[src/design/sfr_pkg.sv]
package sfr_pkg;

    localparam int BUFFER_BYTES_DEF  = 64;
    localparam int PATTERN_BYTES_DEF = 16;
    localparam int BYTE_W            = 8;

    typedef logic [BYTE_W-1:0] byte_t;
    typedef logic [1:0]        cmd_code_t;
    typedef logic [1:0]        status_t;

    // Load commands
    localparam cmd_code_t CMD_PATTERN = 2'd0;
    localparam cmd_code_t CMD_REPLACE = 2'd1;
    localparam cmd_code_t CMD_TEXT    = 2'd2;

    // Result status codes
    localparam status_t STATUS_REPLACED  = 2'd0;
    localparam status_t STATUS_TOO_LONG  = 2'd1;
    localparam status_t STATUS_NOT_FOUND = 2'd2;
    localparam status_t STATUS_OVERFLOW  = 2'd3;

    typedef enum logic [2:0] {
        ST_IDLE,
        ST_DECIDE,
        ST_SEARCH_RD,
        ST_SEARCH_CMP,
        ST_EMIT_RD,
        ST_EMIT_OUT
    } sfr_state_t;

    // Controller to datapath
    typedef struct packed {
        logic    load;
        logic    search_init;
        logic    search_rd;
        logic    next_k;
        logic    next_pos;
        logic    finish;
        status_t finish_status;
        logic    finish_replace;
        logic    emit_rd;
        logic    emit_load;
        logic    clear_job;
    } sfr_cmd_t;

    // Datapath to controller
    typedef struct packed {
        logic start_item;
        logic overflow;
        logic pat_fits;
        logic pat_empty;
        logic byte_eq;
        logic k_last;
        logic too_long;
        logic emit_last;
        logic out_free;
    } sfr_stat_t;

endpackage

[src/design/sfr_load_if.sv]
interface sfr_load_if;
    import sfr_pkg::*;

    logic      valid;
    logic      ready;
    cmd_code_t command;
    byte_t     data_byte;
    logic      end_of_text;

    modport source (output valid, output command, output data_byte, output end_of_text,
                    input ready);
    modport sink   (input valid, input command, input data_byte, input end_of_text,
                    output ready);
endinterface

[src/design/sfr_result_if.sv]
interface sfr_result_if;
    import sfr_pkg::*;

    logic    valid;
    logic    ready;
    byte_t   out_byte;
    status_t status;
    logic    last_out;

    modport source (output valid, output out_byte, output status, output last_out,
                    input ready);
    modport sink   (input valid, input out_byte, input status, input last_out,
                    output ready);
endinterface

[src/design/sfr_ram.sv]
module sfr_ram #(
    parameter int WIDTH = 8,
    parameter int DEPTH = 16,
    localparam int AW   = (DEPTH > 1) ? $clog2(DEPTH) : 1
) (
    input  logic             clk,
    input  logic             we,
    input  logic [AW-1:0]    waddr,
    input  logic [WIDTH-1:0] wdata,
    input  logic             re,
    input  logic [AW-1:0]    raddr,
    output logic [WIDTH-1:0] rdata
);

    logic [WIDTH-1:0] mem_reg [DEPTH];
    logic [WIDTH-1:0] rdata_reg;

    always_ff @(posedge clk)
    begin
        if (we)
        begin
            mem_reg[waddr] <= wdata;
        end
        if (re)
        begin
            rdata_reg <= mem_reg[raddr];
        end
    end

    assign rdata = rdata_reg;

endmodule

[src/design/sfr_datapath.sv]
module sfr_datapath #(
    parameter int BUFFER_BYTES  = sfr_pkg::BUFFER_BYTES_DEF,
    parameter int PATTERN_BYTES = sfr_pkg::PATTERN_BYTES_DEF
) (
    input  logic               clk,
    input  logic               rst_n,
    input  sfr_pkg::cmd_code_t command,
    input  sfr_pkg::byte_t     data_byte,
    input  logic               end_of_text,
    input  sfr_pkg::sfr_cmd_t  cmd,
    output sfr_pkg::sfr_stat_t st,
    output logic               out_valid,
    input  logic               out_ready,
    output sfr_pkg::byte_t     out_byte,
    output sfr_pkg::status_t   status,
    output logic               last_out
);
    import sfr_pkg::*;

    localparam int TAW = (BUFFER_BYTES > 1) ? $clog2(BUFFER_BYTES) : 1;
    localparam int PAW = (PATTERN_BYTES > 1) ? $clog2(PATTERN_BYTES) : 1;
    localparam int TCW = $clog2(BUFFER_BYTES + 1);
    localparam int PCW = $clog2(PATTERN_BYTES + 1);
    localparam int SW  = ((TCW > PCW) ? TCW : PCW) + 1;

    localparam logic [TCW-1:0] TEXT_FULL = TCW'(BUFFER_BYTES);
    localparam logic [PCW-1:0] PAT_FULL  = PCW'(PATTERN_BYTES);
    localparam logic [SW-1:0]  BUF_LIMIT = SW'(BUFFER_BYTES);

    logic [TCW-1:0] text_count_reg, text_count_next;
    logic [PCW-1:0] pattern_count_reg, pattern_count_next;
    logic [PCW-1:0] repl_count_reg, repl_count_next;
    logic           overflow_reg, overflow_next;
    logic [TCW-1:0] pos_reg, pos_next;
    logic [PCW-1:0] k_reg, k_next;
    logic [TCW-1:0] idx_reg, idx_next;
    logic [TCW-1:0] len_reg, len_next;
    status_t        status_reg, status_next;
    logic           replaced_reg, replaced_next;
    logic           sel_repl_reg, sel_repl_next;
    logic           out_valid_reg, out_valid_next;
    byte_t          out_byte_reg, out_byte_next;
    status_t        out_status_reg, out_status_next;
    logic           out_last_reg, out_last_next;

    logic           txt_we, pat_we, rep_we;
    logic           txt_re;
    logic [TAW-1:0] txt_raddr;
    byte_t          txt_rdata, pat_rdata, rep_rdata;

    logic [SW-1:0]  pos_w, k_w, tc_w, pc_w, rc_w, idx_w, len_w;
    logic [SW-1:0]  search_addr_w, text_emit_w, repl_addr_w, newlen_w;
    logic           emit_before, emit_in_repl;

    assign pos_w = SW'(pos_reg);
    assign k_w   = SW'(k_reg);
    assign tc_w  = SW'(text_count_reg);
    assign pc_w  = SW'(pattern_count_reg);
    assign rc_w  = SW'(repl_count_reg);
    assign idx_w = SW'(idx_reg);
    assign len_w = SW'(len_reg);

    assign search_addr_w = pos_w + k_w;
    assign newlen_w      = tc_w + rc_w - pc_w;

    // Output byte idx comes from the text before the match, from the replacement,
    // or from the text shifted by the difference in length after it.
    assign emit_before  = idx_w < pos_w;
    assign emit_in_repl = replaced_reg && !emit_before && (idx_w < pos_w + rc_w);
    assign text_emit_w  = (replaced_reg && !emit_before) ? idx_w + pc_w - rc_w : idx_w;
    assign repl_addr_w  = idx_w - pos_w;

    assign txt_re    = cmd.search_rd || cmd.emit_rd;
    assign txt_raddr = cmd.emit_rd ? text_emit_w[TAW-1:0] : search_addr_w[TAW-1:0];

    sfr_ram #(.WIDTH(BYTE_W), .DEPTH(BUFFER_BYTES)) u_text_ram (
        .clk   (clk),
        .we    (txt_we),
        .waddr (text_count_reg[TAW-1:0]),
        .wdata (data_byte),
        .re    (txt_re),
        .raddr (txt_raddr),
        .rdata (txt_rdata)
    );

    sfr_ram #(.WIDTH(BYTE_W), .DEPTH(PATTERN_BYTES)) u_pattern_ram (
        .clk   (clk),
        .we    (pat_we),
        .waddr (pattern_count_reg[PAW-1:0]),
        .wdata (data_byte),
        .re    (cmd.search_rd),
        .raddr (k_reg[PAW-1:0]),
        .rdata (pat_rdata)
    );

    sfr_ram #(.WIDTH(BYTE_W), .DEPTH(PATTERN_BYTES)) u_repl_ram (
        .clk   (clk),
        .we    (rep_we),
        .waddr (repl_count_reg[PAW-1:0]),
        .wdata (data_byte),
        .re    (cmd.emit_rd),
        .raddr (repl_addr_w[PAW-1:0]),
        .rdata (rep_rdata)
    );

    always_comb
    begin
        st.start_item = (command == CMD_TEXT) && end_of_text;
        st.overflow   = overflow_reg;
        st.pat_fits   = (pos_w + pc_w) <= tc_w;
        st.pat_empty  = (pattern_count_reg == '0);
        st.byte_eq    = (txt_rdata == pat_rdata);
        st.k_last     = (k_w + SW'(1)) == pc_w;
        st.too_long   = (tc_w + rc_w) >= (pc_w + BUF_LIMIT);
        st.emit_last  = (idx_w + SW'(1)) >= len_w;
        st.out_free   = !out_valid_reg || out_ready;
    end

    always_comb
    begin
        text_count_next    = text_count_reg;
        pattern_count_next = pattern_count_reg;
        repl_count_next    = repl_count_reg;
        overflow_next      = overflow_reg;
        pos_next           = pos_reg;
        k_next             = k_reg;
        idx_next           = idx_reg;
        len_next           = len_reg;
        status_next        = status_reg;
        replaced_next      = replaced_reg;
        sel_repl_next      = sel_repl_reg;
        out_valid_next     = out_valid_reg;
        out_byte_next      = out_byte_reg;
        out_status_next    = out_status_reg;
        out_last_next      = out_last_reg;
        txt_we             = 1'b0;
        pat_we             = 1'b0;
        rep_we             = 1'b0;

        // A byte sent to a full store is dropped and flags the job.
        if (cmd.load)
        begin
            unique case (command)
                CMD_PATTERN:
                begin
                    if (pattern_count_reg < PAT_FULL)
                    begin
                        pat_we             = 1'b1;
                        pattern_count_next = pattern_count_reg + 1'b1;
                    end
                    else
                    begin
                        overflow_next = 1'b1;
                    end
                end
                CMD_REPLACE:
                begin
                    if (repl_count_reg < PAT_FULL)
                    begin
                        rep_we          = 1'b1;
                        repl_count_next = repl_count_reg + 1'b1;
                    end
                    else
                    begin
                        overflow_next = 1'b1;
                    end
                end
                CMD_TEXT:
                begin
                    if (text_count_reg < TEXT_FULL)
                    begin
                        txt_we          = 1'b1;
                        text_count_next = text_count_reg + 1'b1;
                    end
                    else
                    begin
                        overflow_next = 1'b1;
                    end
                end
                default:
                begin
                end
            endcase
        end

        if (cmd.clear_job)
        begin
            text_count_next    = '0;
            pattern_count_next = '0;
            repl_count_next    = '0;
            overflow_next      = 1'b0;
        end

        if (cmd.search_init)
        begin
            pos_next = '0;
            k_next   = '0;
        end
        if (cmd.next_k)
        begin
            k_next = k_reg + 1'b1;
        end
        if (cmd.next_pos)
        begin
            pos_next = pos_reg + 1'b1;
            k_next   = '0;
        end

        if (cmd.finish)
        begin
            status_next   = cmd.finish_status;
            replaced_next = cmd.finish_replace;
            idx_next      = '0;
            len_next      = cmd.finish_replace ? newlen_w[TCW-1:0] : text_count_reg;
        end

        if (cmd.emit_rd)
        begin
            sel_repl_next = emit_in_repl;
        end

        if (cmd.emit_load)
        begin
            out_valid_next  = 1'b1;
            out_status_next = status_reg;
            out_last_next   = st.emit_last;
            idx_next        = idx_reg + 1'b1;
            if (len_reg == '0)
            begin
                out_byte_next = '0;
            end
            else
            begin
                out_byte_next = sel_repl_reg ? rep_rdata : txt_rdata;
            end
        end
        else if (out_ready)
        begin
            out_valid_next = 1'b0;
        end
    end

    always_ff @(posedge clk or negedge rst_n)
    begin
        if (!rst_n)
        begin
            text_count_reg    <= '0;
            pattern_count_reg <= '0;
            repl_count_reg    <= '0;
            overflow_reg      <= 1'b0;
            out_valid_reg     <= 1'b0;
        end
        else
        begin
            text_count_reg    <= text_count_next;
            pattern_count_reg <= pattern_count_next;
            repl_count_reg    <= repl_count_next;
            overflow_reg      <= overflow_next;
            out_valid_reg     <= out_valid_next;
        end
    end

    always_ff @(posedge clk)
    begin
        pos_reg        <= pos_next;
        k_reg          <= k_next;
        idx_reg        <= idx_next;
        len_reg        <= len_next;
        status_reg     <= status_next;
        replaced_reg   <= replaced_next;
        sel_repl_reg   <= sel_repl_next;
        out_byte_reg   <= out_byte_next;
        out_status_reg <= out_status_next;
        out_last_reg   <= out_last_next;
    end

    assign out_valid = out_valid_reg;
    assign out_byte  = out_byte_reg;
    assign status    = out_status_reg;
    assign last_out  = out_last_reg;

endmodule

[src/design/sfr_ctrl.sv]
module sfr_ctrl (
    input  logic               clk,
    input  logic               rst_n,
    input  logic               in_valid,
    output logic               in_ready,
    input  sfr_pkg::sfr_stat_t st,
    output sfr_pkg::sfr_cmd_t  cmd
);
    import sfr_pkg::*;

    sfr_state_t state_reg, state_next;

    always_ff @(posedge clk or negedge rst_n)
    begin
        if (!rst_n)
        begin
            state_reg <= ST_IDLE;
        end
        else
        begin
            state_reg <= state_next;
        end
    end

    always_comb
    begin
        state_next = state_reg;
        cmd        = '0;
        in_ready   = 1'b0;

        unique case (state_reg)
            ST_IDLE:
            begin
                in_ready = 1'b1;
                if (in_valid)
                begin
                    cmd.load = 1'b1;
                    if (st.start_item)
                    begin
                        cmd.search_init = 1'b1;
                        state_next      = ST_DECIDE;
                    end
                end
            end
            // Checks the position and ends the job or issues its first compare.
            ST_DECIDE:
            begin
                priority if (st.overflow)
                begin
                    cmd.finish        = 1'b1;
                    cmd.finish_status = STATUS_OVERFLOW;
                    state_next        = ST_EMIT_RD;
                end
                else if (!st.pat_fits)
                begin
                    cmd.finish        = 1'b1;
                    cmd.finish_status = STATUS_NOT_FOUND;
                    state_next        = ST_EMIT_RD;
                end
                else if (st.pat_empty)
                begin
                    cmd.finish         = 1'b1;
                    cmd.finish_status  = st.too_long ? STATUS_TOO_LONG : STATUS_REPLACED;
                    cmd.finish_replace = !st.too_long;
                    state_next         = ST_EMIT_RD;
                end
                else
                begin
                    cmd.search_rd = 1'b1;
                    state_next    = ST_SEARCH_CMP;
                end
            end
            ST_SEARCH_RD:
            begin
                cmd.search_rd = 1'b1;
                state_next    = ST_SEARCH_CMP;
            end
            ST_SEARCH_CMP:
            begin
                if (st.byte_eq)
                begin
                    if (st.k_last)
                    begin
                        cmd.finish         = 1'b1;
                        cmd.finish_status  = st.too_long ? STATUS_TOO_LONG : STATUS_REPLACED;
                        cmd.finish_replace = !st.too_long;
                        state_next         = ST_EMIT_RD;
                    end
                    else
                    begin
                        cmd.next_k = 1'b1;
                        state_next = ST_SEARCH_RD;
                    end
                end
                else
                begin
                    cmd.next_pos = 1'b1;
                    state_next   = ST_DECIDE;
                end
            end
            ST_EMIT_RD:
            begin
                cmd.emit_rd = 1'b1;
                state_next  = ST_EMIT_OUT;
            end
            ST_EMIT_OUT:
            begin
                if (st.out_free)
                begin
                    cmd.emit_load = 1'b1;
                    if (st.emit_last)
                    begin
                        cmd.clear_job = 1'b1;
                        state_next    = ST_IDLE;
                    end
                    else
                    begin
                        state_next = ST_EMIT_RD;
                    end
                end
            end
            default:
            begin
                state_next = ST_IDLE;
            end
        endcase
    end

endmodule

[src/design/substring_find_replace_first.sv]
// Find and replace the first occurrence of a pattern in a text.
// The load channel takes one byte per transfer: command selects the pattern,
// replacement or text store. The text byte marked end_of_text starts the job,
// and the load channel stays not ready until the job's last result byte has
// been placed in the output register.
// The search walks candidate positions in order: each compare reads in DECIDE
// (first byte of a position) or SEARCH_RD (every further matching byte) and
// compares in SEARCH_CMP, one text and one pattern memory read per compare.
// With no search needed (overflow, empty pattern, pattern longer than text)
// DECIDE ends the job and the first result comes via EMIT_RD and EMIT_OUT.
// The result channel then gives one byte per EMIT_RD, EMIT_OUT pass, each
// with the job status, last_out on the final byte; an empty result gives a
// single zero byte with last_out set. A stall on the result channel holds
// the output register and the job in place; nothing is lost.
// Reset empties all stores and clears overflow and out_valid; contents stay.
module substring_find_replace_first #(
    parameter int BUFFER_BYTES  = sfr_pkg::BUFFER_BYTES_DEF,
    parameter int PATTERN_BYTES = sfr_pkg::PATTERN_BYTES_DEF
) (
    input logic          clk,
    input logic          rst_n,
    sfr_load_if.sink     load,
    sfr_result_if.source result
);
    import sfr_pkg::*;

    sfr_cmd_t  cmd;
    sfr_stat_t st;

    sfr_ctrl u_ctrl (
        .clk      (clk),
        .rst_n    (rst_n),
        .in_valid (load.valid),
        .in_ready (load.ready),
        .st       (st),
        .cmd      (cmd)
    );

    sfr_datapath #(
        .BUFFER_BYTES  (BUFFER_BYTES),
        .PATTERN_BYTES (PATTERN_BYTES)
    ) u_datapath (
        .clk         (clk),
        .rst_n       (rst_n),
        .command     (load.command),
        .data_byte   (load.data_byte),
        .end_of_text (load.end_of_text),
        .cmd         (cmd),
        .st          (st),
        .out_valid   (result.valid),
        .out_ready   (result.ready),
        .out_byte    (result.out_byte),
        .status      (result.status),
        .last_out    (result.last_out)
    );

endmodule

[src/flat_wrapper.sv]
// flat-port wrapper written by rule: the top's interface ports become plain ports
module substring_find_replace_first_flat import sfr_pkg::*;
#(
    parameter int BUFFER_BYTES  = sfr_pkg::BUFFER_BYTES_DEF,
    parameter int PATTERN_BYTES = sfr_pkg::PATTERN_BYTES_DEF
)
  (clk, rst_n, load_valid, load_command, load_data_byte, load_end_of_text, load_ready, result_valid, result_out_byte, result_status, result_last_out, result_ready);
  sfr_load_if load_i ();
  sfr_result_if result_i ();
  input logic clk;
  input logic rst_n;
  input wire logic [$bits(load_i.valid)-1:0] load_valid;
  input wire logic [$bits(load_i.command)-1:0] load_command;
  input wire logic [$bits(load_i.data_byte)-1:0] load_data_byte;
  input wire logic [$bits(load_i.end_of_text)-1:0] load_end_of_text;
  output wire logic [$bits(load_i.ready)-1:0] load_ready;
  output wire logic [$bits(result_i.valid)-1:0] result_valid;
  output wire logic [$bits(result_i.out_byte)-1:0] result_out_byte;
  output wire logic [$bits(result_i.status)-1:0] result_status;
  output wire logic [$bits(result_i.last_out)-1:0] result_last_out;
  input wire logic [$bits(result_i.ready)-1:0] result_ready;
  assign load_i.valid = load_valid;
  assign load_i.command = load_command;
  assign load_i.data_byte = load_data_byte;
  assign load_i.end_of_text = load_end_of_text;
  assign load_ready = load_i.ready;
  assign result_valid = result_i.valid;
  assign result_out_byte = result_i.out_byte;
  assign result_status = result_i.status;
  assign result_last_out = result_i.last_out;
  assign result_i.ready = result_ready;
  substring_find_replace_first #(.BUFFER_BYTES(BUFFER_BYTES), .PATTERN_BYTES(PATTERN_BYTES)) u_core (.clk(clk), .rst_n(rst_n), .load(load_i), .result(result_i));
endmodule
[config.mk]
export PLATFORM = sky130hd
export DESIGN_NAME = substring_find_replace_first_flat
export DESIGN_NICKNAME = d
export VERILOG_FILES = /design/src/design/sfr_pkg.sv /design/src/design/sfr_load_if.sv /design/src/design/sfr_result_if.sv /design/src/design/sfr_ram.sv /design/src/design/sfr_datapath.sv /design/src/design/sfr_ctrl.sv /design/src/design/substring_find_replace_first.sv /design/src/flat_wrapper.sv
export SDC_FILE = /design/constraint.sdc
export NUM_CORES = 1
export LEC_CHECK = 0
export BUFFER_PORTS_ARGS = -buffer_cell sky130_fd_sc_hd__buf_2
export CAP_MARGIN = 10
export CELL_PAD_IN_SITES_DETAIL_PLACEMENT = 1
export CELL_PAD_IN_SITES_GLOBAL_PLACEMENT = 1
export CORE_UTILIZATION = 35
export DETAILED_ROUTE_END_ITERATION = 12
export PLACE_DENSITY_LB_ADDON = 0.05
export SYNTH_ARGS = -nofsm -noshare
export SYNTH_HDL_FRONTEND = slang
export SYNTH_SLANG_ARGS = --single-unit
[constraint.sdc]
create_clock -name clk -period 5.2 [get_ports clk]
set_input_delay 1.04 -clock clk [delete_from_list [all_inputs] [get_ports clk]]
set_output_delay 1.04 -clock clk [all_outputs]
set_load 0.1 [all_outputs]
## After elaboration in Yosys (flattened, before gate mapping)

Memories as Yosys holds them, arrays and structs flattened. A register that Yosys moved wholly into a read port is not among the register bits.
Index checks and enable logic that the tools add are counted.
Widths: inputs -> output; s select.

- Add/subtract/negate cells: 17
- Multipliers: 0
- Divide/modulo/power cells: 0
- Order comparisons: 8
- Eq/ne operators: 15
- Shifts and indexed selects: 0
- Multiplexer cells: 80
- Bitwise gates (word level): 0
- Reduce and logical (&&, ||, !) cells: 29

Operators by type and width:

| cell | count |
|---|---|
| $mux 7 | 9 |
| $mux 5 | 10 |
| $mux 1 | 35 |
| $mux 3 | 11 |
| $add 7x5->8 | 3 |
| $reduce_bool 2->1 | 11 |
| $add 7x1->7 const B | 3 |
| $pmux 3 s6 | 1 |
| $add 5x1->5 const B | 3 |
| $add 6x5->6 | 2 |
| $mux 4 | 3 |
| $mux 6 | 2 |
| $reduce_and 3->1 | 4 |
| $lt 5x5->1 const B | 2 |
| $mux 2 | 5 |
| $ne 3x2->1 const B | 3 |
| $add 5x7->8 const B | 1 |
| $add 7x1->8 const B | 1 |
| $eq 8x8->1 | 1 |
| $ge 8x7->1 | 1 |
| $ge 8x8->1 | 1 |
| $le 8x7->1 | 1 |
| $lt 7x8->1 | 1 |
| $mux 8 | 1 |
| other kinds (26) | 34 |

- Register bits after elaboration: 63
- Latch bits: 0
- RAM bits: 768
- ROM bits: 0
- Input bits: 15
- Output and inout port bits: 13
- Logic and storage cells: 168
- Memories kept: 3

Memories:

| memory | depth | width | read ports | clocked after Yosys merged registers in | wr ports | line | RTL |
|---|---|---|---|---|---|---|---|
| u_core.u_datapath.u_text_ram.mem_reg | 64 | 8 | 1 | 1 | 1 | sfr_ram.sv:15 | `logic [WIDTH-1:0] mem_reg [DEPTH];` |
| u_core.u_datapath.u_pattern_ram.mem_reg | 16 | 8 | 1 | 1 | 1 | sfr_ram.sv:15 |  |
| u_core.u_datapath.u_repl_ram.mem_reg | 16 | 8 | 1 | 1 | 1 | sfr_ram.sv:15 |  |

## Depth between registers and ports, before layout

- Depth after elaboration: 9
- Mapped depth: 17
- Depth with buffers taken out: 17

## Modules after synthesis

A second synthesis with hierarchy kept.

- Cells, all modules: 1983
- Area, all modules: 36172.2 sq um

Modules (own cells, without submodules):

| module | instances | cells an instance | area an instance (sq um) | seq. area each (sq um) |
|---|---|---|---|---|
| sfr_ram at u_core.u_datapath.u_text_ram | 1 | 940 | 20246.9 | 15615.0 |
| sfr_ram at u_core.u_datapath.u_pattern_ram ... | 2 | 229 | 5227.5 | 4083.9 |
| sfr_datapath | 1 | 541 | 5104.9 | 1656.6 |
| sfr_ctrl | 1 | 44 | 365.4 | 75.1 |

## Least setup slack after synthesis

No wires, ideal clock.

- Path kind: register -> register
- Start: register u_core.u_ctrl.state_reg[1]
- End: memory u_core.u_datapath.u_pattern_ram.mem_reg[3][0] (enable)
- Setup time: 383 ps
- Arrival time: 4814 ps
- Data required time: 4817 ps
- Path slack: 3 ps
- Stages on the path, launching flop included: 7
- Buffers on the path: 1
- Period minus slack after synthesis: 5197 ps
- Cell sequence: dfrtp_1 buf_2 nor3_1 nand2_1 nor4_1 nand2_1 nor3_1

- Cells in the longest elaborated chain, start to end: 5

Ends and longest elaborated chain:

| what | line | RTL |
|---|---|---|
| from (decl) | sfr_ctrl.sv:11 | `sfr_state_t state_reg, state_next;` |
| from (signal assigned) | sfr_ctrl.sv:21 | `state_reg <= state_next;` |
| $logic_not 3->1 | sfr_ctrl.sv:31 | `unique case (state_reg)` |
| $mux 2 | sfr_ctrl.sv:31 |  |
| $mux 1 | sfr_datapath.sv:141 | `if (cmd.load)` |
| $mux 1 | sfr_ram.sv:20 | `if (we)` |
| $mux 1 (implied by the code) | sfr_ram.sv:22 | `mem_reg[waddr] <= wdata;` |
| to (decl) | sfr_ram.sv:15 |  |

Every way passes these cells.

## Final worst setup path

- Start: register u_core.u_datapath.pattern_count_reg[1]
- End: register u_core.u_datapath.u_text_ram.rdata_reg[4] (netlist: u_core.u_datapath.u_text_ram.rdata[4]) (read register of u_core.u_datapath.u_text_ram.mem_reg), data pin

- Cells in the longest elaborated chain, start to end: 6
- Elaborated cells on any way between the ends: 12
- Classes of those cells: add/sub (3); order compare (1); mux (6); reduce/logical (2)

Ends and longest elaborated chain:

| what | line | RTL |
|---|---|---|
| from (decl) | sfr_datapath.sv:31 | `logic [PCW-1:0] pattern_count_reg, pattern_count_next;` |
| from (signal assigned) | sfr_datapath.sv:256 | `pattern_count_reg <= pattern_count_next;` |
| $add 7x5->8 / $logic_not 5->1 (equally long branches) | sfr_datapath.sv:110, sfr_datapath.sv:111 |  |
| $le 8x7->1 / $mux 1 (equally long branches) | sfr_datapath.sv:110, sfr_ctrl.sv:60 |  |
| $mux 1 | sfr_ctrl.sv:54 | `else if (!st.pat_fits)` |
| $mux 1 | sfr_ctrl.sv:48 | `priority if (st.overflow)` |
| $pmux 1 s2 | sfr_ctrl.sv:31 |  |
| $logic_or 1x1->1 | sfr_datapath.sv:73 | `assign txt_re = cmd.search_rd \|\| cmd.emit_rd;` |
| to (decl) | sfr_ram.sv:16 | `logic [WIDTH-1:0] rdata_reg;` |

Parallel ways exist; a longest one is shown, timed or not.
A chain may end at the register's enable or synchronous reset.

==> results.tsv <==
metric	value	unit
outcome	complete, no violations	
# H-tree levels	3	
Ant. Diodes	0	
Sw Share	39.86	%
1st-pass router iterations	5	
routability cong.	0.8272	
Fillers	10490	
Clk pwr share	25.7	%
prevailing post-synth register cell	edfxtp_1	
hold buffer count at CTS	0	
Clk Latency, worst-skew pair	0.67	ns
DRC viols	0	
Ys Warns	0	
crit path capture type	flop	
CTS root buffer	clkbuf_16	
antenna violation net count after detailed routing	0	
NetSw	0.01034	W
Critical Path AT	5.45	ns
TritonCTS clock tree	built	
simple-gate share of the synthesized area	9.564	%
CP Class	reg -> reg	
Die ar.	105700	um2
Post-synth EDFFs	828	
Max Cap Viol	0	
Rel. slew slack	26.09	%
PD cells	614.9	nW/um2
Die Wd	325.2	um
first-pass GRT wire length	162.0	mm
CTS buffer count	97	
Synth Net Count	2647	
maximum clock insertion buffer count	3	
FFs w/ async S/R, synth	2.573	%
Post-CTS Repair Setup Buffers	0	
cell count of the worst reg-to-reg path	13	
final setup vio count	0	
Synth Area in XOR/XNOR	1.509	%
FMAX	203.2	MHz
syn avg cell area	14.33	um2
period utilization	94.65	%
grt total ovfl	0	
vias in the first global route	23320	
Initial Util	35.32	%
complex-gate fraction of the synthesized area	7.832	%
Largest register FFs	512	
WL per Instance	26.55	um
largest family of logic cells by synthesized area	simple AND/OR/NAND/NOR gates	
GRT Util Overall	20.90	%
mux cell area share after synthesis	5.990	%
final non-filler cell area	42200	um2
Peak VDD IR	0.3333	mV
Reg clk slew, reported paths	0.06	ns
Startpoint Class	flop	
worst setup margin	0.2780	ns
setup_tns	0	ns
Clock Skew	0.02669	ns
worst hold path type	in -> async	
Synth Cell Area	36550	um2
Vias/cell	5.303	
commonest cells after routing, fill and taps aside	828 x edfxtp_1, 397 x nand2_1, 161 x nor2_1, 157 x buf_4, 123 x a21oi_1	
Flop pwr share	32.1	%
Setup WS pre-CTS	0.1078	ns
cells after synthesis	2551	
Synth Register Bits	855	
combinational power share	42.1	%
layout cells sized above 1	14.67	%
Layout area overhead	15.44	%
Lkg Pwr	14.52	nW
Hold Vio Cnt, Final	0	
Least-Margin Pin Slew	1.107	ns
Core ar.	103500	um2
TritonCTS Sinks	855	
# IOs	28	
Placed Instance Area	39130	um2
die height	325.2	um
PortBufs	27	
FP Rows	118	
Tmin final	4.922	ns
initial detailed-routing violation count	1441	
largest net degree at the start of global routing	70	
internal power	0.01561	W
adder-cell share of the synthesized area	2.998	%
post_cts resized	0	
Yosys cell types	81	
Core Util, Final	40.77	%
Final nets	2801	
DRT Wirelength	110.5	mm
post-synthesis sequential area ratio	69.80	%
worst path required time	5.73	ns
HPWL after DPL	73.73	mm
RSZ-0062 raised after global routing	no	
most common cell after layout, fill and taps aside	edfxtp_1	
initial antenna violation count	4	
worst-path fanout max	16	
Vias	22070	
Max Transition Viols Final	0	
-- cells in the mapped netlist (31+ instances only) --
cell	count	area [um2]
edfxtp_1	828	24860
nand2_1	397	1490
nor2_1	161	604.3
a21oi_1	123	615.6
nand3_1	103	515.5
mux2i_1	86	860.8
ha_1	70	875.8
inv_1	62	232.7
mux4_2	56	1261
clkbuf_1	52	195.2
xnor2_1	50	437.9
buf_2	46	230.2
o21ai_0	32	160.2
a221oi_1	31	271.5
a22oi_1	31	232.7
-- path summary, 6_finish.rpt --
check                                                       start                                     to  slack [ns]
max in group asynchronous                                   rst_n    u_core.u_datapath.text_count_reg[1]        4.28
setup / recovery           u_core.u_datapath.pattern_count_reg[1]  u_core.u_datapath.u_text_ram.rdata[4]        0.28
hold / removal                                              rst_n             u_core.u_ctrl.state_reg[1]        0.43
setup reg to reg           u_core.u_datapath.pattern_count_reg[1]  u_core.u_datapath.u_text_ram.rdata[4]        0.28
min in group clk                  u_core.u_datapath.status_reg[0]            u_core.u_datapath.status[0]        0.44
hold reg to reg                   u_core.u_datapath.status_reg[0]            u_core.u_datapath.status[0]        0.44
-- power groups by stage --
| stage | sequential (W) | clock, W | combinational (W) |
|---|---|---|---|
| 2_1_floorplan | 0.00857 | 0 | 0.00674 |
| 3_3_place_gp | 0.00848 | 0 | 0.0109 |
| 3_5_place_dp | 0.00849 | 0 | 0.0110 |
| 4_1_cts | 0.00835 | 0.00685 | 0.0110 |
| 5_1_grt | 0.00837 | 0.00708 | 0.0119 |
| 6_report | 0.00834 | 0.00667 | 0.0109 |
-- through the flow --
| stage | instances | hold WS, ns | total power (W) |
|---|---|---|---|
| after floorplan | 2551 | 0.4003 | 0.01531 |
| after global placement | 3983 | 0.4140 | 0.01938 |
| after detailed placement | 3984 | 0.4355 | 0.01947 |
| after CTS | 4159 | 0.4166 | 0.02623 |
| after global routing | 4161 | 0.4534 | 0.02734 |
| final | 4161 | 0.4349 | 0.02595 |
-- logic make-up (layout without fill, tap and decap cells) --
group | Yosys count | in the layout
AO/OA/AOI/OAI | 413 | 413
XOR/XNOR | 63 | 63
adder cells (fa/ha/maj) | 81 | 81
buffers and inverters | 193 | 422
flip-flops | 855 | 855
multiplexers | 148 | 148
AND/OR/NAND/NOR | 798 | 799
-- layout make-up --
class | count | area (um2) | area share [%]
Multi-Input combinational cell | 1504 | 10250 | 24.30
Tap cell | 1380 | 1727 | 4.092
Sequential cell | 855 | 25520 | 60.47
Clock buffer | 112 | 2569 | 6.087
Inverter | 63 | 236.5 | 0.5604
Timing Repair Buffer | 184 | 1414 | 3.350
Clock inverter | 63 | 481.7 | 1.142
-- metal layers --
layer	track usage, %	part of all wire (%)
met2	34.29	48
met3	3.634	4.4
met4	5.865	2.3
met1	28.45	45
met5	0	0
-- critical path, cell delays in order, from the launching register on --
cell	delay, ns
dfrtp_1	0.48
inv_1	0.16
fa_1	0.57
inv_1	0.08
ha_1	0.29
a211oi_1	0.46
nor2_1	0.17
o21ai_0	0.23
o211a_1	0.70
buf_4	0.30
or3_1	0.29
o22ai_1	0.16
a221oi_1	0.59
and4_1	0.30
No activity file was read; power rests on OpenSTA's default activity.
